## src/rtl/core/sfdq_pkg.sv

```systemverilog
// Shared types and constants for the signal filter with deferred queue.
// No dependencies; imported by the controller, the datapath and the top level.
package sfdq_pkg;

    localparam int QUEUE_DEPTH  = 16;
    localparam int SIGNAL_COUNT = 32;

    localparam int QIDX_W    = $clog2(QUEUE_DEPTH);
    localparam int SIG_W     = 5;
    localparam int SIG_EXT_W = SIG_W + 1;
    localparam int MASK_W    = 32;
    localparam int CFG_IDX_W = 2;

    localparam logic [QIDX_W-1:0]    QUEUE_LAST = QIDX_W'(QUEUE_DEPTH - 1);
    localparam logic [SIG_EXT_W-1:0] SIG_LIMIT  = SIG_EXT_W'(SIGNAL_COUNT);

    localparam logic [MASK_W-1:0] DANGEROUS_RESET = 32'h0000_0890;

    // Configuration register indexes
    localparam logic [CFG_IDX_W-1:0] CFG_IGNORE    = 2'd0;
    localparam logic [CFG_IDX_W-1:0] CFG_HANDLER   = 2'd1;
    localparam logic [CFG_IDX_W-1:0] CFG_DANGEROUS = 2'd2;

    typedef enum logic [2:0] {
        ACT_IGNORED   = 3'd0,
        ACT_HANDLER   = 3'd1,
        ACT_EXCEPTION = 3'd2,
        ACT_QUEUED    = 3'd3,
        ACT_DUPLICATE = 3'd4,
        ACT_HARMFUL   = 3'd5,
        ACT_OVERFLOW  = 3'd6,
        ACT_EMPTY     = 3'd7
    } action_t;

    typedef enum logic [1:0] {
        ST_IDLE = 2'd0,
        ST_EXEC = 2'd1,
        ST_OUT  = 2'd2
    } state_t;

    typedef struct packed {
        logic capture;
        logic execute;
    } ctrl_cmd_t;

endpackage

```

## src/rtl/core/signal_filter_deferred_queue.sv

```systemverilog
// Top level of the signal filter with deferred ring queue.
// Depends on sfdq_pkg, sfdq_ctrl and sfdq_datapath.

// Each input transfer is a signal arrival (s_tuser = 0) or a dispatch request
// (s_tuser = 1) and yields exactly one result transfer carrying an action code,
// the signal it concerns and the pending flag after the step. The item is
// captured at its accepting edge and executed at the next edge (a single
// queue-store access plus the mask checks, sequenced by the control state
// machine), which also loads the result register; the result is offered from
// then on, so the result transfer follows acceptance through the EXEC and OUT
// states. The next item is accepted in the cycle after the result transfer
// completes, so no new item is taken while a result waits, and an output
// stall holds back the next item. The queue holds up to QUEUE_DEPTH - 1 signals
// and is cleared at reset in the same cycle, with no clearing pass. Write the
// three mask registers (ignore, handler, dangerous) through cfg_we only while
// the block is idle; the dangerous mask resets to signals 4, 7 and 11.
module signal_filter_deferred_queue (
    input  logic                           clk,
    input  logic                           rst_n,
    // Input stream
    input  logic                           s_tvalid,
    output logic                           s_tready,
    input  logic [7:0]                     s_tdata,  // [4:0] sig_number, [5] blocked, [7:6] zero
    input  logic                           s_tuser,  // [0] func
    // Result stream
    output logic                           m_tvalid,
    input  logic                           m_tready,
    output logic [7:0]                     m_tdata,  // [4:0] sig_out, [5] pending, [7:6] zero
    output logic [2:0]                     m_tuser,  // [2:0] action
    // Configuration write port
    input  logic                           cfg_we,
    input  logic [sfdq_pkg::CFG_IDX_W-1:0] cfg_index,
    input  logic [sfdq_pkg::MASK_W-1:0]    cfg_data
);
    import sfdq_pkg::*;

    ctrl_cmd_t        cmd;
    action_t          out_action;
    logic [SIG_W-1:0] out_sig;
    logic             out_pending;

    // Sequence handshake and execute step
    sfdq_ctrl u_ctrl (
        .clk      (clk),
        .rst_n    (rst_n),
        .s_tvalid (s_tvalid),
        .s_tready (s_tready),
        .m_tvalid (m_tvalid),
        .m_tready (m_tready),
        .cmd      (cmd)
    );

    // Hold masks, queue and result
    sfdq_datapath u_dp (
        .clk         (clk),
        .rst_n       (rst_n),
        .cmd         (cmd),
        .in_func     (s_tuser),
        .in_sig      (s_tdata[SIG_W-1:0]),
        .in_blocked  (s_tdata[SIG_W]),
        .cfg_we      (cfg_we),
        .cfg_index   (cfg_index),
        .cfg_data    (cfg_data),
        .out_action  (out_action),
        .out_sig     (out_sig),
        .out_pending (out_pending)
    );

    assign m_tdata = {2'b00, out_pending, out_sig};
    assign m_tuser = out_action;

    // Input and output sides are never open at the same time
    a_one_side: assert property (@(posedge clk) disable iff (!rst_n)
        !(s_tready && m_tvalid))
        else $error("input ready while a result is offered");

    // An accepted transfer passes through the execute step and then offers a result
    a_latency: assert property (@(posedge clk) disable iff (!rst_n)
        (s_tvalid && s_tready) |=> (cmd.execute && !s_tready) ##1 m_tvalid)
        else $error("result did not follow accepted transfer");

    // Empty dispatch reports no signal and clears pending
    a_empty: assert property (@(posedge clk) disable iff (!rst_n)
        (m_tvalid && m_tuser == ACT_EMPTY) |-> (m_tdata[5:0] == 6'd0))
        else $error("empty result carries a signal or pending");

    // A queued signal always leaves pending set
    a_queued: assert property (@(posedge clk) disable iff (!rst_n)
        (m_tvalid && m_tuser == ACT_QUEUED) |-> m_tdata[5])
        else $error("queued result without pending");

endmodule

```

## src/rtl/core/sfdq_ctrl.sv

```systemverilog
// Sequencer for the signal filter: input handshake, execute step, result hold.
// Depends on sfdq_pkg (state_t, ctrl_cmd_t).
module sfdq_ctrl (
    input  logic               clk,
    input  logic               rst_n,
    input  logic               s_tvalid,
    output logic               s_tready,
    output logic               m_tvalid,
    input  logic               m_tready,
    output sfdq_pkg::ctrl_cmd_t cmd
);
    import sfdq_pkg::*;

    state_t state_reg;
    state_t state_next;

    always_ff @(posedge clk or negedge rst_n)
    begin
        if (!rst_n)
        begin
            state_reg <= ST_IDLE;
        end
        else
        begin
            state_reg <= state_next;
        end
    end

    always_comb
    begin
        state_next = state_reg;
        unique case (state_reg)
            ST_IDLE:
            begin
                if (s_tvalid)
                begin
                    state_next = ST_EXEC;
                end
            end
            ST_EXEC:
            begin
                state_next = ST_OUT;
            end
            ST_OUT:
            begin
                if (m_tready)
                begin
                    state_next = ST_IDLE;
                end
            end
            default:
            begin
                state_next = ST_IDLE;
            end
        endcase
    end

    always_comb
    begin
        s_tready    = 1'b0;
        m_tvalid    = 1'b0;
        cmd.capture = 1'b0;
        cmd.execute = 1'b0;
        unique case (state_reg)
            ST_IDLE:
            begin
                s_tready    = 1'b1;
                cmd.capture = s_tvalid;
            end
            ST_EXEC:
            begin
                cmd.execute = 1'b1;
            end
            ST_OUT:
            begin
                m_tvalid = 1'b1;
            end
            default:
            begin
                s_tready = 1'b0;
            end
        endcase
    end

endmodule

```

## src/rtl/core/sfdq_datapath.sv

```systemverilog
// Datapath: mask registers, ring queue store and indexes, decision logic, result register.
// Depends on sfdq_pkg (widths, action codes, register indexes, ctrl_cmd_t).
module sfdq_datapath (
    input  logic                               clk,
    input  logic                               rst_n,
    input  sfdq_pkg::ctrl_cmd_t                cmd,
    input  logic                               in_func,
    input  logic [sfdq_pkg::SIG_W-1:0]         in_sig,
    input  logic                               in_blocked,
    input  logic                               cfg_we,
    input  logic [sfdq_pkg::CFG_IDX_W-1:0]     cfg_index,
    input  logic [sfdq_pkg::MASK_W-1:0]        cfg_data,
    output sfdq_pkg::action_t                  out_action,
    output logic [sfdq_pkg::SIG_W-1:0]         out_sig,
    output logic                               out_pending
);
    import sfdq_pkg::*;

    logic [MASK_W-1:0] ignore_reg;
    logic [MASK_W-1:0] handler_reg;
    logic [MASK_W-1:0] dangerous_reg;

    logic              func_reg;
    logic [SIG_W-1:0]  sig_reg;
    logic              blocked_reg;

    logic [SIG_W-1:0]  queue_reg [QUEUE_DEPTH];
    logic [QIDX_W-1:0] wr_idx_reg;
    logic [QIDX_W-1:0] wr_idx_next;
    logic [QIDX_W-1:0] rd_idx_reg;
    logic [QIDX_W-1:0] rd_idx_next;
    logic              pending_reg;
    logic              pending_next;

    action_t           action_reg;
    action_t           action_next;
    logic [SIG_W-1:0]  sig_out_reg;
    logic [SIG_W-1:0]  sig_out_next;
    logic              pend_out_reg;

    logic [QIDX_W-1:0] pos;
    logic [QIDX_W-1:0] last;
    logic [QIDX_W-1:0] wr_idx_inc;
    logic [QIDX_W-1:0] rd_addr;
    logic [SIG_W-1:0]  rd_data;
    logic              q_wr_en;
    logic [QIDX_W-1:0] q_wr_addr;
    logic [SIG_W-1:0]  q_wr_val;

    // Configuration registers
    always_ff @(posedge clk or negedge rst_n)
    begin
        if (!rst_n)
        begin
            ignore_reg    <= '0;
            handler_reg   <= '0;
            dangerous_reg <= DANGEROUS_RESET;
        end
        else if (cfg_we)
        begin
            unique case (cfg_index)
                CFG_IGNORE:    ignore_reg    <= cfg_data;
                CFG_HANDLER:   handler_reg   <= cfg_data;
                CFG_DANGEROUS: dangerous_reg <= cfg_data;
                default:       ;
            endcase
        end
    end

    // Input capture
    always_ff @(posedge clk)
    begin
        if (cmd.capture)
        begin
            func_reg    <= in_func;
            sig_reg     <= in_sig;
            blocked_reg <= in_blocked;
        end
    end

    assign pos        = (rd_idx_reg == QUEUE_LAST) ? '0 : rd_idx_reg + 1'b1;
    assign wr_idx_inc = (wr_idx_reg == QUEUE_LAST) ? '0 : wr_idx_reg + 1'b1;
    assign last       = (wr_idx_reg == '0) ? QUEUE_LAST : wr_idx_reg - 1'b1;

    // Single read port: dispatch reads the head, arrival reads the newest entry
    assign rd_addr = func_reg ? pos : last;
    assign rd_data = queue_reg[rd_addr];

    always_comb
    begin
        wr_idx_next  = wr_idx_reg;
        rd_idx_next  = rd_idx_reg;
        pending_next = pending_reg;
        action_next  = ACT_IGNORED;
        sig_out_next = sig_reg;
        q_wr_en      = 1'b0;
        q_wr_addr    = wr_idx_reg;
        q_wr_val     = sig_reg;
        if (func_reg)
        begin
            if (pos == wr_idx_reg)
            begin
                pending_next = 1'b0;
                action_next  = ACT_EMPTY;
                sig_out_next = '0;
            end
            else
            begin
                rd_idx_next  = pos;
                sig_out_next = rd_data;
                q_wr_en      = 1'b1;
                q_wr_addr    = pos;
                q_wr_val     = '0;
                action_next  = handler_reg[rd_data] ? ACT_HANDLER : ACT_EXCEPTION;
            end
        end
        else if (sig_reg == '0 || {1'b0, sig_reg} >= SIG_LIMIT || ignore_reg[sig_reg])
        begin
            action_next = ACT_IGNORED;
        end
        else if (!blocked_reg)
        begin
            action_next = handler_reg[sig_reg] ? ACT_HANDLER : ACT_EXCEPTION;
        end
        else if (dangerous_reg[sig_reg])
        begin
            action_next = ACT_HARMFUL;
        end
        else if (wr_idx_reg == rd_idx_reg)
        begin
            action_next = ACT_OVERFLOW;
        end
        else if (rd_data == sig_reg)
        begin
            action_next = ACT_DUPLICATE;
        end
        else
        begin
            q_wr_en      = 1'b1;
            wr_idx_next  = wr_idx_inc;
            pending_next = 1'b1;
            action_next  = ACT_QUEUED;
        end
    end

    always_ff @(posedge clk or negedge rst_n)
    begin
        if (!rst_n)
        begin
            wr_idx_reg  <= '0;
            rd_idx_reg  <= QUEUE_LAST;
            pending_reg <= 1'b0;
            for (int i = 0; i < QUEUE_DEPTH; i++)
            begin
                queue_reg[i] <= '0;
            end
        end
        else if (cmd.execute)
        begin
            wr_idx_reg  <= wr_idx_next;
            rd_idx_reg  <= rd_idx_next;
            pending_reg <= pending_next;
            if (q_wr_en)
            begin
                queue_reg[q_wr_addr] <= q_wr_val;
            end
        end
    end

    // Result register
    always_ff @(posedge clk)
    begin
        if (cmd.execute)
        begin
            action_reg   <= action_next;
            sig_out_reg  <= sig_out_next;
            pend_out_reg <= pending_next;
        end
    end

    assign out_action  = action_reg;
    assign out_sig     = sig_out_reg;
    assign out_pending = pend_out_reg;

endmodule
```

## config.mk

```make
export PLATFORM = sky130hd
export DESIGN_NAME = signal_filter_deferred_queue
export DESIGN_NICKNAME = d
export VERILOG_FILES = /design/src/rtl/core/sfdq_pkg.sv /design/src/rtl/core/signal_filter_deferred_queue.sv /design/src/rtl/core/sfdq_ctrl.sv /design/src/rtl/core/sfdq_datapath.sv
export SDC_FILE = /design/constraint.sdc
export NUM_CORES = 1
export LEC_CHECK = 0
export ABC_AREA = 1
export ABC_CLOCK_PERIOD_IN_PS = 2600
export BUFFER_PORTS_ARGS = -buffer_cell sky130_fd_sc_hd__buf_2
export CAP_MARGIN = 20
export CORE_UTILIZATION = 47
export DETAILED_ROUTE_END_ITERATION = 10
export PLACE_DENSITY = 0.67
export RECOVER_POWER = 50
export SYNTH_ARGS = -nofsm -noshare
export SYNTH_HDL_FRONTEND = slang
export SYNTH_SLANG_ARGS = --single-unit
```

## constraint.sdc

```tcl
create_clock -name clk -period 2.6 [get_ports clk]
set_input_delay 0.26 -clock clk [delete_from_list [all_inputs] [get_ports clk]]
set_output_delay 0.26 -clock clk [all_outputs]
set_load 0.01 [all_outputs]
```

==> results.txt <==
The worst setup path is captured at a register. Summed over all layers, the routed wires come to 28800 µm. The critical path data arrival time is 3.19 ns. The total congestion overflow after global routing came out at 0.

Before antenna repair, the detailed router went through 5 iterations. The root buffer cell chosen for the clock tree is sky130_fd_sc_hd__clkbuf_16. The startpoint-to-endpoint class of the critical path is reg2reg. The starting DRC count in detailed routing came out at 811. The required time at the worst-slack endpoint came out at 2.99 ns. The top cell type's share of synthesized area is 0.433. The clock arrives with 0.0178 ns of skew. The minimum clock period came out at 2.80 ns. The min-delay analysis places its worst path in the category in2reg. The via count of the first global-routing pass is 8957. The layout overhead on the synthesized area is 24.4%.

The number of distinct library cells after synthesis came out at 47. The number of DRC violations after detailed routing came out at 0. Summed over all cells, the static leakage comes to 0.00645 µW. The tightest hold margin came out at 0.0216 ns. In the final routed layout, each cell accounts on average for 16.6 µm. Counting the buffers created by CTS gives 23. Counting instances, the worst hold path has a depth of 2. TritonCTS built the clock tree. The maximum fanout count along the critical path came out at 14. In the post-synthesis netlist, the cell with the most instances is sky130_fd_sc_hd__nand2_1. The XOR/XNOR share of the synthesized area came out at 0.0109. Of the available clock period, the critical path in the final layout requires 1.08. The async set or reset register ratio after synthesis came out at 0.921. The maximum frequency from static timing analysis is 0.357 GHz. In this run the worst setup path begins at u_dp.rd_idx_reg[0]$_DFFE_PN1P_. In this run the critical register-to-register path is launched from u_dp.rd_idx_reg[0]$_DFFE_PN1P_. The synthesized area is 10400 µm². The cell count after synthesis came out at 1315. The total global routing track utilization is 0.265. The launch point of the worst hold path is s_tvalid. The maximum vdd drop came out at 663 µV.

The endpoint of the lowest-slack register-to-register path is u_dp.queue_reg[49]$_DFFE_PN0P_. The congestion estimate from routability-driven global placement came to 0.919. The synthesized-area fraction occupied by ao, oa, aoi and oai cells is 0.106. The wire length on met2 is 13000 µm. The die width came out at 150 µm. In the post-synthesis netlist, the biggest area contributors are sky130_fd_sc_hd__dfrtp_1 43%, sky130_fd_sc_hd__nand2_1 15%, sky130_fd_sc_hd__nand3_1 11%. By count the netlist is led by 410 x sky130_fd_sc_hd__nand2_1, 223 x sky130_fd_sc_hd__nand3_1, 179 x sky130_fd_sc_hd__dfrtp_1, 137 x sky130_fd_sc_hd__o21ai_0, 76 x sky130_fd_sc_hd__nor2_1.

The dominant combinational cell family by area after synthesis is simple AND/OR/NAND/NOR gates. The routed design uses 1760 µm of met3 wire. The final reports fail on max-capacitance violations, max-slew violations, negative setup slack. Each instance of the synthesized netlist takes up on average 7.87 µm². The cell area power density came out at 1200 nW/µm².

The via density per instance came out at 5.54. The run finished, with violations left. In this run, synthesis inferred 16 flip-flops with an integrated enable.

The worst pin sits at a relative slew slack of -0.472. In this run the standard cell core region covers 21300 µm². The internal reg-to-reg setup slack came out at -0.20 ns. The wire length of the first global-routing pass came out at 46800 µm. The smallest setup slack after layout is -0.201 ns. The number of max-slew violations in the final report came out at 128. Of the total synthesized cell area, the portion taken by full adders, half adders and majority gates is 0.00363. The final count of hold timing violations is 0. The number of nets in the layout came out at 1494.

Entering global routing, the biggest net connects 65 pins. The final standard cell count with taps included and fillers excluded came out at 1734. The remaining antenna violation count after routing is 0.

The final setup violation count is 85. The detailed router placed 9608 vias in this run. Routed signal wires occupy layers up through met4. STA classifies the critical path startpoint as a register. After clock tree synthesis, the clock-pin slew on the worst setup and hold paths is 0.06 ns. Setup repair after global routing could not meet its margin everywhere. The total inserted antenna cells came out at 0. The share of synthesized area spent on multiplexers is 0.00109.

Across the run, the number of max-cap violations was 2. The endpoint of the worst hold-timing path is u_ctrl.state_reg[0]$_DFFE_PN0P_. The starting density of the core is 0.486. The portion of the post-synthesis area used by sequential elements is 0.497. The die area came out at 22600 µm². In this run the number of H-tree levels came out at 1.

The number of antenna violations at the first check in global routing came out at 0. The number of warnings issued by yosys came out at 0. The half-perimeter wire length after placement is 19300 µm. For this design the top-level I/O count stands at 61.

The prevailing post-synth register cell is sky130_fd_sc_hd__dfrtp_1. The worst register-to-register path has a depth of 20. In the final routing, the length of wire on met1 measures 13400 µm. The simple-gate share of the synthesized area is 0.317. The number of rows in the core area came out at 53. At the later pin of the worst-skew pair, clock insertion delay measures 0.51 ns. Of all cell types, the one taking the most synthesized area is sky130_fd_sc_hd__dfrtp_1. Clock tree synthesis found a total of 202 sinks. Of the cells placed in the final design, the portion with a size suffix greater than 1 is 0.209.

The worst-margin pin slew came out at 2.21 ns. The number of flip-flops under the largest register name came out at 80. The count of placed standard cells including taps came out at 1672.

The quantity of I/O buffers inserted on ports came out at 56. The synthesized flop and latch total came out at 202. The die extent in y came out at 150 µm.

The pre-CTS worst setup slack came out at -0.248 ns. The worst-case clock buffer depth is 3.
[critical path: stages (launching register included)]
cell and delay (ns):
sky130_fd_sc_hd__dfstp_2 0.56, sky130_fd_sc_hd__ha_4 0.14, sky130_fd_sc_hd__nand3_2 0.08, sky130_fd_sc_hd__nand2_2 0.10, sky130_fd_sc_hd__nand2_4 0.08, sky130_fd_sc_hd__nand2_8 0.11
sky130_fd_sc_hd__buf_6 0.14, sky130_fd_sc_hd__nand2_1 0.06, sky130_fd_sc_hd__nand3_1 0.10, sky130_fd_sc_hd__nand3_2 0.11, sky130_fd_sc_hd__nand3_2 0.11, sky130_fd_sc_hd__nand2_1 0.09
sky130_fd_sc_hd__nand2_1 0.08, sky130_fd_sc_hd__nand2_2 0.07, sky130_fd_sc_hd__nor2_4 0.12, sky130_fd_sc_hd__nand3_4 0.10, sky130_fd_sc_hd__nand2_4 0.10, sky130_fd_sc_hd__nand2_8 0.10
sky130_fd_sc_hd__bufbuf_16 0.30, sky130_fd_sc_hd__nand3_1 0.07, sky130_fd_sc_hd__nand2_1 0.05
[per-layer routing]
metal	track usage	up-vias
met3	0.0421	55
met2	0.404	308
li1	-	4636
met4	0.0717	0
met5	0	-
met1	0.389	4609
[where the power goes]
group	internal [µW]	switching [µW]
sequential	4020	478
clock	1890	1280
combinational	3120	4650
[cell usage in the layout, fill, tap and decap left out, types with 17 or more instances in the layout]
cell type	instances
sky130_fd_sc_hd__nand2_1	403
sky130_fd_sc_hd__a21oi_1	18
sky130_fd_sc_hd__buf_2	54
sky130_fd_sc_hd__o21ai_0	136
sky130_fd_sc_hd__nand3_2	35
sky130_fd_sc_hd__inv_1	61
sky130_fd_sc_hd__nand3_1	191
sky130_fd_sc_hd__dfrtp_1	179
sky130_fd_sc_hd__buf_4	83
sky130_fd_sc_hd__nor2_1	74
sky130_fd_sc_hd__buf_12	17
sky130_fd_sc_hd__clkbuf_16	23
[logic make-up after synthesis]
kind of cell,count (synthesis)
xor gates and xnor gates,12
AOI/OAI and AO/OA,198
and+or+nand+nor,753
other,1
adders and majority gates,3
DFF,202
muxes,1
buffers and inverters,145
[through the flow]
stage / setup TNS [ns] / instance area (µm²) / total power [µW] / utilization
global route: -30.34 / 12900 / 16400 / 0.605
global placement: -15.03 / 11600 / 11300 / 0.547
CTS: -10.89 / 12800 / 15100 / 0.600
finish: -12.52 / 12900 / 15400 / 0.605
detailed placement: -18.48 / 11600 / 11400 / 0.547
floorplan: -3.32 / 10500 / 8880 / -
[worst max-delay path by stage]
| stage | to | slack, ns | cells after the start |
|---|---|---|---|
| 6_report | u_dp.queue_reg[49]$_DFFE_PN0P_ | -0.20 | 20 |
| 2_1_floorplan | u_dp.queue_reg[25]$_DFFE_PN0P_ | -0.07 | 22 |
| 5_1_grt | u_dp.queue_reg[0]$_DFFE_PN0P_ | -0.36 | 20 |
| 3_5_place_dp | u_dp.queue_reg[32]$_DFFE_PN0P_ | -0.25 | 20 |
| 4_1_cts | u_dp.queue_reg[49]$_DFFE_PN0P_ | -0.18 | 19 |
| 3_3_place_gp | u_dp.out_action[0]$_DFFE_PN_ | -0.22 | 20 |
[repair_timing]
item | 4_1_cts | 5_1_grt
setup endpoints to repair | 87 | 96
gates resized for setup | 44 | 18
setup buffers | 3 | 5
endpoints found under the hold margin | 65 | 0
gates cloned | 3 | 0
pin swaps | 4 | 13
hold buffers | 9 | 0
[cell type report]
cell class,count,area (µm²)
clock inverters,8,65.1
inverters,70,278
fillers,1873,8410
multi-input cells,969,4850
flip-flops and latches,202,5140
repair buffers,177,1520
clock buffers,33,673
well taps,275,344
Note: power is estimated with default switching activity, not from simulation.
